## config.mk

```make
export PLATFORM = sky130hd
export DESIGN_NAME = prime_stream_filter
export DESIGN_NICKNAME = d
export VERILOG_FILES = /design/src/hw/rtl/psf_pkg.sv /design/src/hw/rtl/prime_stream_filter.sv /design/src/hw/rtl/psf_front.sv /design/src/hw/rtl/psf_queue.sv /design/src/hw/rtl/psf_back.sv
export SDC_FILE = /design/constraint.sdc
export NUM_CORES = 1
export LEC_CHECK = 0
export BUFFER_PORTS_ARGS = -buffer_cell sky130_fd_sc_hd__buf_2
export CORE_UTILIZATION = 55
export CTS_CLUSTER_SIZE = 24
export DETAILED_ROUTE_END_ITERATION = 8
export HOLD_SLACK_MARGIN = 0.06
export PLACE_DENSITY = 0.72
export SLEW_MARGIN = 20
export SYNTH_ARGS = -nofsm -noshare
export SYNTH_HDL_FRONTEND = slang
export SYNTH_SLANG_ARGS = --single-unit
```

## constraint.sdc

```tcl
create_clock -name clk -period 7.5 [get_ports clk]
set_clock_uncertainty 0.05 [all_clocks]
set_input_delay 1.5 -clock clk [delete_from_list [all_inputs] [get_ports clk]]
set_output_delay 1.5 -clock clk [all_outputs]
set_load 0.005 [all_outputs]
```

## src/hw/rtl/psf_pkg.sv

```systemverilog
`timescale 1ns / 1ps
// Shared types, sizes and classification codes for the prime stream filter.
// No dependencies; every other file of the block imports this package.
package psf_pkg;

  localparam int VALUE_BITS    = 16;
  localparam int LIST_CAPACITY = 128;

  localparam int DIV_BITS   = (VALUE_BITS + 1) / 2;
  localparam int SQ_BITS    = 2 * DIV_BITS + 2;
  localparam int COUNT_BITS = $clog2(LIST_CAPACITY + 1);

  typedef logic [1:0] kind_t;

  localparam kind_t KIND_NOT_PRIME = 2'd0;
  localparam kind_t KIND_PRIME     = 2'd1;
  localparam kind_t KIND_TEST      = 2'd2;

  typedef struct packed {
    logic [15:0] value;
    logic        last_item;
  } in_item_t;

  typedef struct packed {
    logic [15:0] prime_value;
    logic [6:0]  position;
  } out_item_t;

  typedef struct packed {
    logic [VALUE_BITS-1:0] n;
    logic                  last_item;
    kind_t                 kind;
  } entry_t;

endpackage

```

## src/hw/rtl/prime_stream_filter.sv

```systemverilog
`timescale 1ns / 1ps
// Prime stream filter top level: front end, item queue and trial-division back end.
// Depends on psf_pkg, psf_front, psf_queue and psf_back.
//
// Each input item carries a 16-bit value and a last-of-list mark. Values below 4
// and all other even values are settled on entry; every other value is tried
// against odd divisors d = 3, 5, ... while d*d <= value, one divisor entering a
// 16-stage remainder pipeline per cycle. The back end works on one item at a
// time; a two-entry queue lets the input side keep accepting items meanwhile,
// until it is full. A prime leaves with its position in the current list; primes
// beyond the list capacity of 128 are dropped, and the count clears after the
// item marked last.
module prime_stream_filter (
  input  logic               clk,
  input  logic               rst,
  input  logic               item_valid,
  output logic               item_stall,
  input  psf_pkg::in_item_t  item,
  output logic               result_valid,
  input  logic               result_stall,
  output psf_pkg::out_item_t result
);
  import psf_pkg::*;

  logic   push;
  entry_t push_entry;
  logic   full;
  logic   pop;
  logic   avail;
  entry_t pop_entry;

  psf_front u_front (
    .item_valid (item_valid),
    .item_stall (item_stall),
    .item       (item),
    .push       (push),
    .push_entry (push_entry),
    .full       (full)
  );

  psf_queue u_queue (
    .clk        (clk),
    .rst        (rst),
    .push       (push),
    .push_entry (push_entry),
    .full       (full),
    .pop        (pop),
    .avail      (avail),
    .pop_entry  (pop_entry)
  );

  psf_back u_back (
    .clk          (clk),
    .rst          (rst),
    .avail        (avail),
    .pop_entry    (pop_entry),
    .pop          (pop),
    .result_valid (result_valid),
    .result_stall (result_stall),
    .result       (result)
  );

endmodule

```

## src/hw/rtl/psf_front.sv

```systemverilog
`timescale 1ns / 1ps
// Front end: accepts input items, masks the value and sorts out the trivial cases.
// Depends on psf_pkg; feeds psf_queue.
module psf_front (
  input  logic              item_valid,
  output logic              item_stall,
  input  psf_pkg::in_item_t item,
  output logic              push,
  output psf_pkg::entry_t   push_entry,
  input  logic              full
);
  import psf_pkg::*;

  logic [VALUE_BITS-1:0] n;
  logic                  below_two;
  logic                  tiny_prime;
  logic                  even;

  assign n          = VALUE_BITS'(item.value);
  assign below_two  = (n == VALUE_BITS'(0)) || (n == VALUE_BITS'(1));
  assign tiny_prime = (n == VALUE_BITS'(2)) || (n == VALUE_BITS'(3));
  assign even       = !n[0];

  always_comb begin
    push_entry.n         = n;
    push_entry.last_item = item.last_item;
    priority if (below_two) begin
      push_entry.kind = KIND_NOT_PRIME;
    end else if (tiny_prime) begin
      push_entry.kind = KIND_PRIME;
    end else if (even) begin
      push_entry.kind = KIND_NOT_PRIME;
    end else begin
      push_entry.kind = KIND_TEST;
    end
  end

  assign item_stall = full;
  assign push       = item_valid && !full;

endmodule

```

## src/hw/rtl/psf_queue.sv

```systemverilog
`timescale 1ns / 1ps
// Two-entry queue of classified items between the front end and the test engine.
// Depends on psf_pkg.
module psf_queue (
  input  logic            clk,
  input  logic            rst,
  input  logic            push,
  input  psf_pkg::entry_t push_entry,
  output logic            full,
  input  logic            pop,
  output logic            avail,
  output psf_pkg::entry_t pop_entry
);
  import psf_pkg::*;

  entry_t     slots [2];
  logic       wr_ptr;
  logic       rd_ptr;
  logic [1:0] count;

  assign full      = (count == 2'd2);
  assign avail     = (count != 2'd0);
  assign pop_entry = slots[rd_ptr];

  always_ff @(posedge clk) begin
    if (push) begin
      slots[wr_ptr] <= push_entry;
    end
  end

  always_ff @(posedge clk) begin
    if (rst) begin
      wr_ptr <= 1'b0;
      rd_ptr <= 1'b0;
      count  <= 2'd0;
    end else begin
      if (push) begin
        wr_ptr <= !wr_ptr;
      end
      if (pop) begin
        rd_ptr <= !rd_ptr;
      end
      unique case ({push, pop})
        2'b10:   count <= count + 2'd1;
        2'b01:   count <= count - 2'd1;
        default: count <= count;
      endcase
    end
  end

endmodule

```

## src/hw/rtl/psf_back.sv

```systemverilog
`timescale 1ns / 1ps
// Back end: trial division over odd divisors through a pipelined remainder unit,
// list counting and the output register. Depends on psf_pkg; fed by psf_queue.
module psf_back (
  input  logic               clk,
  input  logic               rst,
  input  logic               avail,
  input  psf_pkg::entry_t    pop_entry,
  output logic               pop,
  output logic               result_valid,
  input  logic               result_stall,
  output psf_pkg::out_item_t result
);
  import psf_pkg::*;

  localparam logic [1:0] S_IDLE = 2'd0;
  localparam logic [1:0] S_TEST = 2'd1;
  localparam logic [1:0] S_DONE = 2'd2;

  localparam logic [COUNT_BITS-1:0] CAP_COUNT = COUNT_BITS'(LIST_CAPACITY);

  logic [1:0]            state;
  logic [VALUE_BITS-1:0] n;
  logic                  last_item;
  kind_t                 kind;
  logic [DIV_BITS:0]     d;
  logic [SQ_BITS-1:0]    sq;
  logic                  hit;
  logic [COUNT_BITS-1:0] kept_count;

  logic [VALUE_BITS-1:0] pv;
  logic [VALUE_BITS-1:0] pv_next;
  logic [DIV_BITS-1:0]   pd      [VALUE_BITS];
  logic [DIV_BITS-1:0]   pd_next [VALUE_BITS];
  logic [DIV_BITS-1:0]   pr      [VALUE_BITS];
  logic [DIV_BITS-1:0]   pr_next [VALUE_BITS];

  logic issue;
  logic sq_over;
  logic verdict;
  logic keep;
  logic out_free;
  logic finish;

  assign sq_over  = sq > SQ_BITS'(n);
  assign issue    = (state == S_TEST) && !hit && !sq_over;
  assign pop      = (state == S_IDLE) && avail;
  assign verdict  = (kind == KIND_PRIME) || ((kind == KIND_TEST) && !hit);
  assign keep     = verdict && (kept_count < CAP_COUNT);
  assign out_free = !result_valid || !result_stall;
  assign finish   = (state == S_DONE) && (!keep || out_free);

  always_comb begin
    logic [DIV_BITS-1:0] r_in;
    logic [DIV_BITS-1:0] d_in;
    logic [DIV_BITS:0]   t;
    for (int i = 0; i < VALUE_BITS; i++) begin
      if (i == 0) begin
        pv_next[i] = issue;
        d_in       = d[DIV_BITS-1:0];
        r_in       = '0;
      end else begin
        pv_next[i] = pv[i-1];
        d_in       = pd[i-1];
        r_in       = pr[i-1];
      end
      t          = {r_in, n[VALUE_BITS-1-i]};
      pd_next[i] = d_in;
      if (t >= {1'b0, d_in}) begin
        pr_next[i] = DIV_BITS'(t - {1'b0, d_in});
      end else begin
        pr_next[i] = DIV_BITS'(t);
      end
    end
  end

  always_ff @(posedge clk) begin
    for (int i = 0; i < VALUE_BITS; i++) begin
      pd[i] <= pd_next[i];
      pr[i] <= pr_next[i];
    end
  end

  always_ff @(posedge clk) begin
    if (pop) begin
      n         <= pop_entry.n;
      last_item <= pop_entry.last_item;
      kind      <= pop_entry.kind;
    end
    if ((state == S_DONE) && keep && out_free) begin
      result.prime_value <= 16'(n);
      result.position    <= 7'(kept_count);
    end
    if (pop) begin
      d  <= (DIV_BITS + 1)'(3);
      sq <= SQ_BITS'(9);
    end else if (issue) begin
      d  <= d + (DIV_BITS + 1)'(2);
      sq <= sq + (SQ_BITS'(d) << 2) + SQ_BITS'(4);
    end
  end

  always_ff @(posedge clk) begin
    if (rst) begin
      state        <= S_IDLE;
      pv           <= '0;
      hit          <= 1'b0;
      kept_count   <= '0;
      result_valid <= 1'b0;
    end else begin
      pv <= pv_next;

      if (pop) begin
        hit <= 1'b0;
      end else if (pv[VALUE_BITS-1] && (pr[VALUE_BITS-1] == '0)) begin
        hit <= 1'b1;
      end

      if (result_valid && !result_stall) begin
        result_valid <= 1'b0;
      end
      if ((state == S_DONE) && keep && out_free) begin
        result_valid <= 1'b1;
      end

      if (finish) begin
        if (last_item) begin
          kept_count <= '0;
        end else if (keep) begin
          kept_count <= kept_count + COUNT_BITS'(1);
        end
      end

      unique case (state)
        S_IDLE: begin
          if (pop) begin
            state <= (pop_entry.kind == KIND_TEST) ? S_TEST : S_DONE;
          end
        end
        S_TEST: begin
          if ((hit || sq_over) && (pv == '0)) begin
            state <= S_DONE;
          end
        end
        S_DONE: begin
          if (finish) begin
            state <= S_IDLE;
          end
        end
        default: state <= S_IDLE;
      endcase
    end
  end

endmodule

```

======== Yosys cells after proc, flatten, opt, wreduce, memory -nomap -nowiden ========
Memories as Yosys holds them, arrays and structs flattened. A register that Yosys moved wholly into a read port is not among the register bits.
Cells that the tools add are included.
Widths: inputs -> output; s select.
storage, ports and cells
  memory bits (writable) .................. 294
  logic and storage cells ................. 142
  bits in registers ....................... 101
  bits of input ports ..................... 21
  memories kept ........................... 3
memories
  name           words  width  rd ports  clocked after memory_dff  write ports  RTL line         source
  u_back.pd      16     8      15        0                         16           psf_back.sv:33   logic [DIV_BITS-1:0] pd [VALUE_BITS];
  u_back.pr      16     8      16        0                         16           psf_back.sv:35   logic [DIV_BITS-1:0] pr [VALUE_BITS];
  u_queue.slots  2      19     1         1                         1            psf_queue.sv:16  entry_t slots [2];
operators by class
  reductions and logical operators ........ 37
  equality and inequality tests ........... 14
  $lt $le $gt $ge ......................... 18
  add/subtract/negate cells ............... 22
  mux-type cells .......................... 33
operators by type and width
  cell                   count
  $mux 8                 18
  $ge 9x8->1             15
  $sub 8x8->8            15
  $eq 16x2->1 const B    2
  $logic_not 16->1       2
  $add 18x11->18         1
  $add 18x3->18 const B  1
  $gt 18x16->1           1
  $eq 16x1->1 const B    1
  $mux 2                 7
  $logic_and 1x1->1      12
  $eq 2x2->1 const B     5
  $add 9x2->9 const B    1
  $add 8x1->8 const B    1
  $ge 1x8->1             1
  $logic_not 1->1        8
  $logic_not 8->1        1
  $lt 8x8->1 const B     1
  $reduce_bool 2->1      4
  $sub 1x8->8            1
  $eq 2x1->1 const B     3
  $logic_or 1x1->1       6
  $mux 1                 6
  $pmux 2 s3             1
  other kinds (9)        10

======== Depth between registers and ports, before layout ========
Gate-level depths: netlist (run 1).
  depth after elaboration ................. 9
  gate-level depth with buffers ........... 11

======== Cells and area by module ========
A second synthesis (run 1) with hierarchy kept.
unflattened totals
  cell total of the unflattened synthesis .. 1505
  area, all modules ....................... 16682.2 µm²
by module, submodules not included
  module     cells each  times used  area each (µm²)
  psf_back   1397        1           14923.1
  psf_queue  81          1           1575.3
  psf_front  27          1           183.9

======== Worst setup path after synthesis (run 1) ========
Ideal clock, no wire load.
  path type ............................... flip-flop to flip-flop
  from .................................... reg u_queue.count[0]
  to ...................................... reg u_queue.count[1]
  stages on the path, launching flop included .. 10
  data arrival time ....................... 2780 ps
  data required time ...................... 7379 ps
  library setup time ...................... 71 ps
  setup slack ............................. 4600 ps
  path through ............................ dfxtp_1 clkbuf_1 nor2_1 or3_1 clkbuf_1 inv_2 clkbuf_1 ha_1 or3_1 a21oi_1
between the ends
  elaborated cells on any way between the ends .. 11
  classes of those cells .................. 2 x add/sub; 3 x eq/ne; 1 x mux; 5 x reduce/logical
RTL lines
  item                                                    RTL line                   source
  start, declared                                         psf_queue.sv:19            logic [1:0] count;
  start signal, assigned                                  psf_queue.sv:44            2'b10: count <= count + 2'd1;
  start signal, assigned                                  psf_queue.sv:45            2'b01: count <= count - 2'd1;
  start signal, assigned                                  psf_queue.sv:46            default: count <= count;
  $reduce_bool 2->1 (*)                                   psf_queue.sv:22            assign avail = (count != 2'd0);
  $logic_and 1x1->1 (*)                                   psf_back.sv:47             assign pop = (state == S_IDLE) && avail;
  net pop                                                 prime_stream_filter.sv:28  logic pop;
  $eq 2x1->1 / $eq 2x2->1 (equally long branches)         psf_queue.sv:43            unique case ({push, pop})
  $pmux 2 s2 / $reduce_bool 2->1 (equally long branches)  -
The timed path passes the listed nets; every way through them passes the cells marked *.
A chain may end at the register's enable or synchronous reset.

======== Worst setup path in the final report (run 1) ========
  from .................................... reg u_queue.count[0]
  to ...................................... out item_stall
between the ends
  longest elaborated chain between the ends .. 1
RTL lines
  item           RTL line                   source
  $eq 2x2->1     psf_queue.sv:21            assign full = (count == 2'd2);
  end, declared  prime_stream_filter.sv:17  output logic item_stall,
Every way passes these cells.

==> results.yml, run 1 <==
critical_path:
  crit_path_end_kind: "output pin"
  path_class: "flop to output pin"
  rrSetupSlack_ns: 4.77
  arrival_ns: 1.30
  crit_chain: "nand2b_1, inv_1, buf_2"
  startpoint_type: "flop"
  crit_required_ns: 5.95
  critPathBufInv: 2
  critPathSlowestCell: "dfxtp_1"
  worst_path_largest_cell_delay_ns: 0.43
  crit_family: "flip-flops"
  worstPathMaxFanout: 6
clocking:
  cts_buffers: 39
  h-tree-depth: 2
  holdBufCountCts: 0
  cts.repair.resized: 0
  clock_sinks: 369
  clk_path_buf_depth: 3
  cts_tree: "yes"
  path_clk_slew_ns: 0.06
  clk_latency_ns: 0.53
  cts_setup_buffers: 0
  cts_root_buf: "clkbuf_16"
grt:
  grt_pass1_vias: 11349
  grt_start_max_net_pins: 36
  antenna_found_initial: 1
  grt_overflow_total: 0
  grt_pass1_wl_um: 54000
  track_usage_pct: 21.3
synthesis:
  synthCells: 1600
  synth-seq-cells: 369
  yosys.area.top_type_share_pct: 34.1
  ys_async_sr_fraction_pct: 0
  yosysWarnings: 0
  ys_types: 61
  synth_largest_area_cell: "dfxtp_1"
  synth_edf_count: 80
  synth-main-ff-cell: "dfxtp_1"
  synth.area.top_cells: "dfxtp_1 (34%), edfxtp_1 (14%), ha_1 (11%), mux2_2 (6.0%), inv_1 (4.3%)"
  synth.cell_area_mm2: 0.0170
  synth.avg_cell_area_um2: 10.6
  synth-seq-area-share_pct: 48.2
detailed_routing:
  ant_nets: 0
  first_pass_iters: 5
  vias: 11238
  wl_um: 32200
  routedWlPerCell_um: 15.5
  first_iter_violations: 641
  drc_errors: 0
  routed_via_density: 5.39
pwr:
  peakVddDrop_v: 0.000244
  power_leakage_nw: 7.97
  internal-power_w: 0.00575
  p_per_area_mw_per_mm2: 472
  p_clk_share_pct: 21.3
  p_sw_share_pct: 35.4
  power_frac_comb_pct: 44.3
  p_switching_w: 0.00315
  pwr-share-seq_pct: 34.4
layout:
  final_nets: 1855
  final_core_util_pct: 62.8
  drive_gt1_share_pct: 14.3
  syn_to_final_growth_pct: 11.1
placed_design:
  gp_congestion: 0.875
  io_buffers: 45
  dp_hpwl_um: 23900
sta:
  rsz0062_at_grt: "false"
  setup_tns_ns: 0
  worst_slew_pin_slew_ns: 1.08
  maxSlewViolCount: 0
  fmax_mhz: 351
  slew-limit-headroom_pct: 27.9
  fin_crit_ns: 2.85
  setup_viol: 0
  hold_viol: 0
  fin_crit_sh_pct: 38.0
floorplanning:
  rows: 63
  die-area_mm2: 0.0316
  die_h_um: 178
  ioPinCount: 46
  initial_core_util_pct: 56.5
  coreArea_mm2: 0.0300
  die_w_um: 178
hold_path:
  worstHoldPathType: "flop to flop"
status:
  outcome: "completed"
run:
  max_cap_violations: 0
==> flip-flops by register name (all words and copies together) (netlist names), 2 cells and up, named ones only <==
register           count
u_back.result         23
u_back.pr            128
u_back.n              16
u_queue.slots         38
u_back.kind            2
u_back.state           2
u_back.sq             15
u_back.kept_count      8
u_queue.count          2
u_back.d               8
u_back.pd            105
u_back.pv             16
==> power by group through the flow <==
stage / Clock (W) / Sequential, W / Combinational, W
CTS: 0.00193 / 0.00306 / 0.00395
detailed placement: 0 / 0.00310 / 0.00389
global route: 0.00202 / 0.00313 / 0.00446
finish: 0.00190 / 0.00306 / 0.00394
floorplan: 0 / 0.00296 / 0.00322
global placement: 0 / 0.00308 / 0.00376
==> through the flow <==
step	cell area [um^2]	std cells	power (W)	hold WS, ns	setup WS [ns]
5_1_grt	18900	2086	0.00960	0.307	4.54
2_1_floorplan	17000	1602	0.00618	0.281	4.60
3_3_place_gp	17600	2013	0.00685	0.291	4.36
3_5_place_dp	17600	2013	0.00699	0.291	4.39
6_report	18900	2086	0.00890	0.300	4.65
4_1_cts	18900	2085	0.00895	0.303	4.62
==> path summary, 6_finish.rpt <==
| kind | start | to | cells after the start |
|---|---|---|---|
| max | u_queue.count[0] | item_stall | 3 |
| min | u_back.pd[1][31] | u_back.pd[1][39] | 0 |
| max reg2reg | u_back.n[15] | u_back.d[5] | 9 |
| min reg2reg | u_back.pd[1][31] | u_back.pd[1][39] | 0 |
==> layer usage <==
layer	up-vias	global-route usage (%)	part of all wire, %	wire (um)
met5	-	0	0	0
met4	0	6.73	2.4	779
met3	53	2.81	2.9	920
met2	146	37.7	49	15800
met1	5310	26.8	46	14700
li1	5729	-	-	-
==> cells in the final DEF (no fill, tap or decap), types with 45 or more instances in the layout <==
master    count
dfxtp_1     289
inv_1       194
ha_1        154
nor2_1      123
mux2_2       90
edfxtp_1     80
xnor2_1      69
o21ai_0      64
a21oi_1      57
buf_2        45
==> worst reg2reg max path, cell delays in order (launching register included) <==
cell	delay (ns)
edfxtp_1	0.51
inv_1	0.08
ha_1	0.31
nand4_1	0.16
nor4_2	0.34
and4_1	0.25
a21oi_2	0.04
buf_4	0.27
or4_1	0.52
a21oi_1	0.14
==> Yosys cell counts (all sizes together) (16+ instances only) <==
| cell type | count |
|---|---|
| nor2b | 32 |
| a21o | 21 |
| or2 | 17 |
| and3 | 17 |
| o211ai | 19 |
| buf | 17 |
| fa | 16 |
| a211oi | 17 |
| mux2 | 95 |
| inv | 195 |
| o21ai | 82 |
| ha | 154 |
| nor2 | 124 |
| or4 | 17 |
| nand4 | 23 |
| nand3 | 39 |
| dfxtp | 289 |
| nand2 | 35 |
| nor3 | 37 |
| a21oi | 59 |
| mux2i | 28 |
| xnor2 | 69 |
| edfxtp | 80 |
==> cell families after synthesis <==
| kind of cell | Yosys count | share of synthesized area (%) |
|---|---|---|
| and+or+nand+nor | 372 | 11.1 |
| DFF | 369 | 48.2 |
| AOI/OAI and AO/OA | 267 | 10.3 |
| buffers and inverters | 220 | 5.08 |
| adders and majority gates | 170 | 13.2 |
| muxes | 123 | 8.06 |
| xor gates and xnor gates | 78 | 4.02 |
| other | 1 | 0.0221 |
==> final cells by class <==
cell class | count | area (um^2)
diodes | 1 | 2.50
clock buffers | 50 | 1060
clock inverters | 22 | 220
fillers | 2393 | 11200
inverters | 195 | 732
multi-input cells | 1013 | 7940
flip-flops and latches | 369 | 8190
well taps | 390 | 488
repair buffers | 46 | 233
Note: power is estimated with default switching activity, not from simulation.
==> run 2: changes to the inputs <==
Settings changed: PLACE_DENSITY 0.72 to 0.74.
Clock period 7.5 ns to 2.3 ns, I/O delays scaled along.
==> run 2 against run 1 <==
Against the previous run: the run now ends with setup timing left; sequential power rose to 3.2 times the previous value; clock power rose to 3.3 times the previous value; combinational power grew to 3.7 times the previous value; largest cell class unchanged; highest routed layer unchanged.
==> results.yml, run 2 (same netlist as run 1, synthesis figures left out) <==
pwr:
  p_sw_share_pct: 35.4
  pwr-share-seq_pct: 32.0
  power_leakage_nw: 8.45
  power_frac_comb_pct: 47.4
  total_power_w: 0.0306
  peakVddDrop_v: 0.000694
  p_clk_share_pct: 20.6
  p_switching_w: 0.0108
  internal-power_w: 0.0197
  p_per_area_mw_per_mm2: 1540
layout:
  regMostFlops: "u_back.pr"
  drive_gt1_share_pct: 20.8
  syn_to_final_growth_pct: 16.6
  largest_reg_flops: 128
  nFillCells: 2250
  top_regs: "u_back.pr (128), u_back.pd (105), u_queue.slots (38)"
  layout.cells.most_common_list: "dfxtp_1 (283), inv_1 (185), ha_1 (147)"
  instances_no_fill: 2178
  mostFrequentLayoutCell: "dfxtp_1"
  final_nets: 1946
critical_path:
  path_class: "flop to flop"
  cp_common_cell: "a21o_1"
  arrival_ns: 2.79
  crit_path_end_kind: "flop"
  crit_required_ns: 2.71
  critPathBufInv: 2
  worstPathMaxFanout: 15
  critPathSlowestCell: "or4_1"
  crit_family: "compound AO/OA/AOI/OAI gates"
  startpoint_type: "flop"
  worst_path_largest_cell_delay_ns: 0.46
  crit_chain: "inv_2, ha_1, a21o_1, a21o_1, a221oi_2, a21oi_2, buf_12, or4_1, a21oi_1"
placed_design:
  io_buffers: 45
  place_ws_ns: -0.0868
  gp_congestion: 0.862
  dp_hpwl_um: 24700
  dp.cells: 2080
sta:
  setup_viol: 12
  fin_ws_ns: -0.0826
  slew-limit-headroom_pct: 63.4
  hold_viol: 0
  fin_crit_ns: 2.38
  worst_slew_pin_slew_ns: 0.548
  rsz0062_at_grt: "true"
  maxSlewViolCount: 0
  fin_crit_sh_pct: 104
  whs_ns: 0.0828
  fmax_mhz: 420
  setup_tns_ns: -0.301
floorplanning:
  ioPinCount: 46
  die_w_um: 178
  die-area_mm2: 0.0316
  rows: 63
  die_h_um: 178
  initial_core_util_pct: 56.5
  coreArea_mm2: 0.0300
clocking:
  cts_tree: "yes"
  cts_root_buf: "clkbuf_16"
  clock_sinks: 369
  clk_path_buf_depth: 3
  cts_buffers: 40
  path_clk_slew_ns: 0.06
  clk_latency_ns: 0.53
  h-tree-depth: 2
status:
  outcome: "finished with violations"
  violations: "setup timing"
detailed_routing:
  routedWlPerCell_um: 15.6
  wl_um: 34000
  ant_nets: 0
  first_pass_iters: 5
  drc_errors: 0
  vias: 11748
  routed_via_density: 5.39
  first_iter_violations: 699
grt:
  grt_pass1_wl_um: 55900
  track_usage_pct: 22.0
  antenna_found_initial: 1
  grt_overflow_total: 0
  grt_start_max_net_pins: 35
  grt_pass1_vias: 11928
run:
  max_cap_violations: 0
hold_path:
  worstHoldPathType: "primary input to flop"
-- run 2: cell count changes in the layout (fill, tap and decap cells not counted), sizes merged --
cell         change
buf             +88
clkinvlp         +1
bufinv           -1
dlygate4sd3      +2
clkinv           -3
clkbuf           +5
-- run 2: layout make-up --
| type | count | area, um^2 | area share, % |
|---|---|---|---|
| Timing Repair Buffer | 136 | 946 | 4.78 |
| Clock inverter | 19 | 178 | 0.897 |
| Clock buffer | 55 | 1130 | 5.71 |
| Tap cell | 390 | 488 | 2.46 |
| Multi-Input combinational cell | 1013 | 8130 | 41.1 |
| Sequential cell | 369 | 8200 | 41.4 |
| Antenna cell | 1 | 2.50 | 0.0126 |
| Inverter | 195 | 732 | 3.70 |
-- run 2: per-stage QoR --
step	cell area, um^2	util (%)
2_1_floorplan	17000	-
3_3_place_gp	18100	60.3
3_5_place_dp	18100	60.3
4_1_cts	19500	65.0
5_1_grt	19800	65.9
6_report	19800	65.9
-- run 2: timing repair --
action / CTS / global route
hold buffers: 2 / 0
setup endpoints to repair: 21 / 97
gates resized for setup: 12 / 52
endpoints found under the hold margin: 4 / 0
setup buffers: 7 / 14
pin swaps: 9 / 22
-- run 2: power by group through the flow --
stage | clock, W | sequential [W] | combinational [W]
after floorplan | 0 | 0.00964 | 0.0105
after global placement | 0 | 0.00984 | 0.0132
after detailed placement | 0 | 0.00989 | 0.0137
after CTS | 0.00642 | 0.00977 | 0.0140
after global routing | 0.00673 | 0.00997 | 0.0162
final | 0.00631 | 0.00979 | 0.0145
-- run 2: path summary, 6_finish.rpt --
check                        start                    to  slack [ns]  cells past startpoint
setup reg to reg      u_back.n[13]           u_back.d[5]       -0.08                      9
setup / recovery      u_back.n[13]           u_back.d[5]       -0.08                      9
hold / removal            item[10]  u_queue.slots[0][12]        0.08                      1
hold reg to reg   u_back.pd[0][59]       u_back.pd[1][3]        0.30                      0
-- run 2: metal layers --
| layer | vias to the layer above | track usage (%) | share of wire [%] |
|---|---|---|---|
| met5 | - | 0 | 0 |
| li1 | 5895 | - | - |
| met4 | 0 | 7.16 | 2.6 |
| met3 | 66 | 3.21 | 3.0 |
| met1 | 5588 | 26.9 | 45 |
| met2 | 199 | 39.6 | 50 |
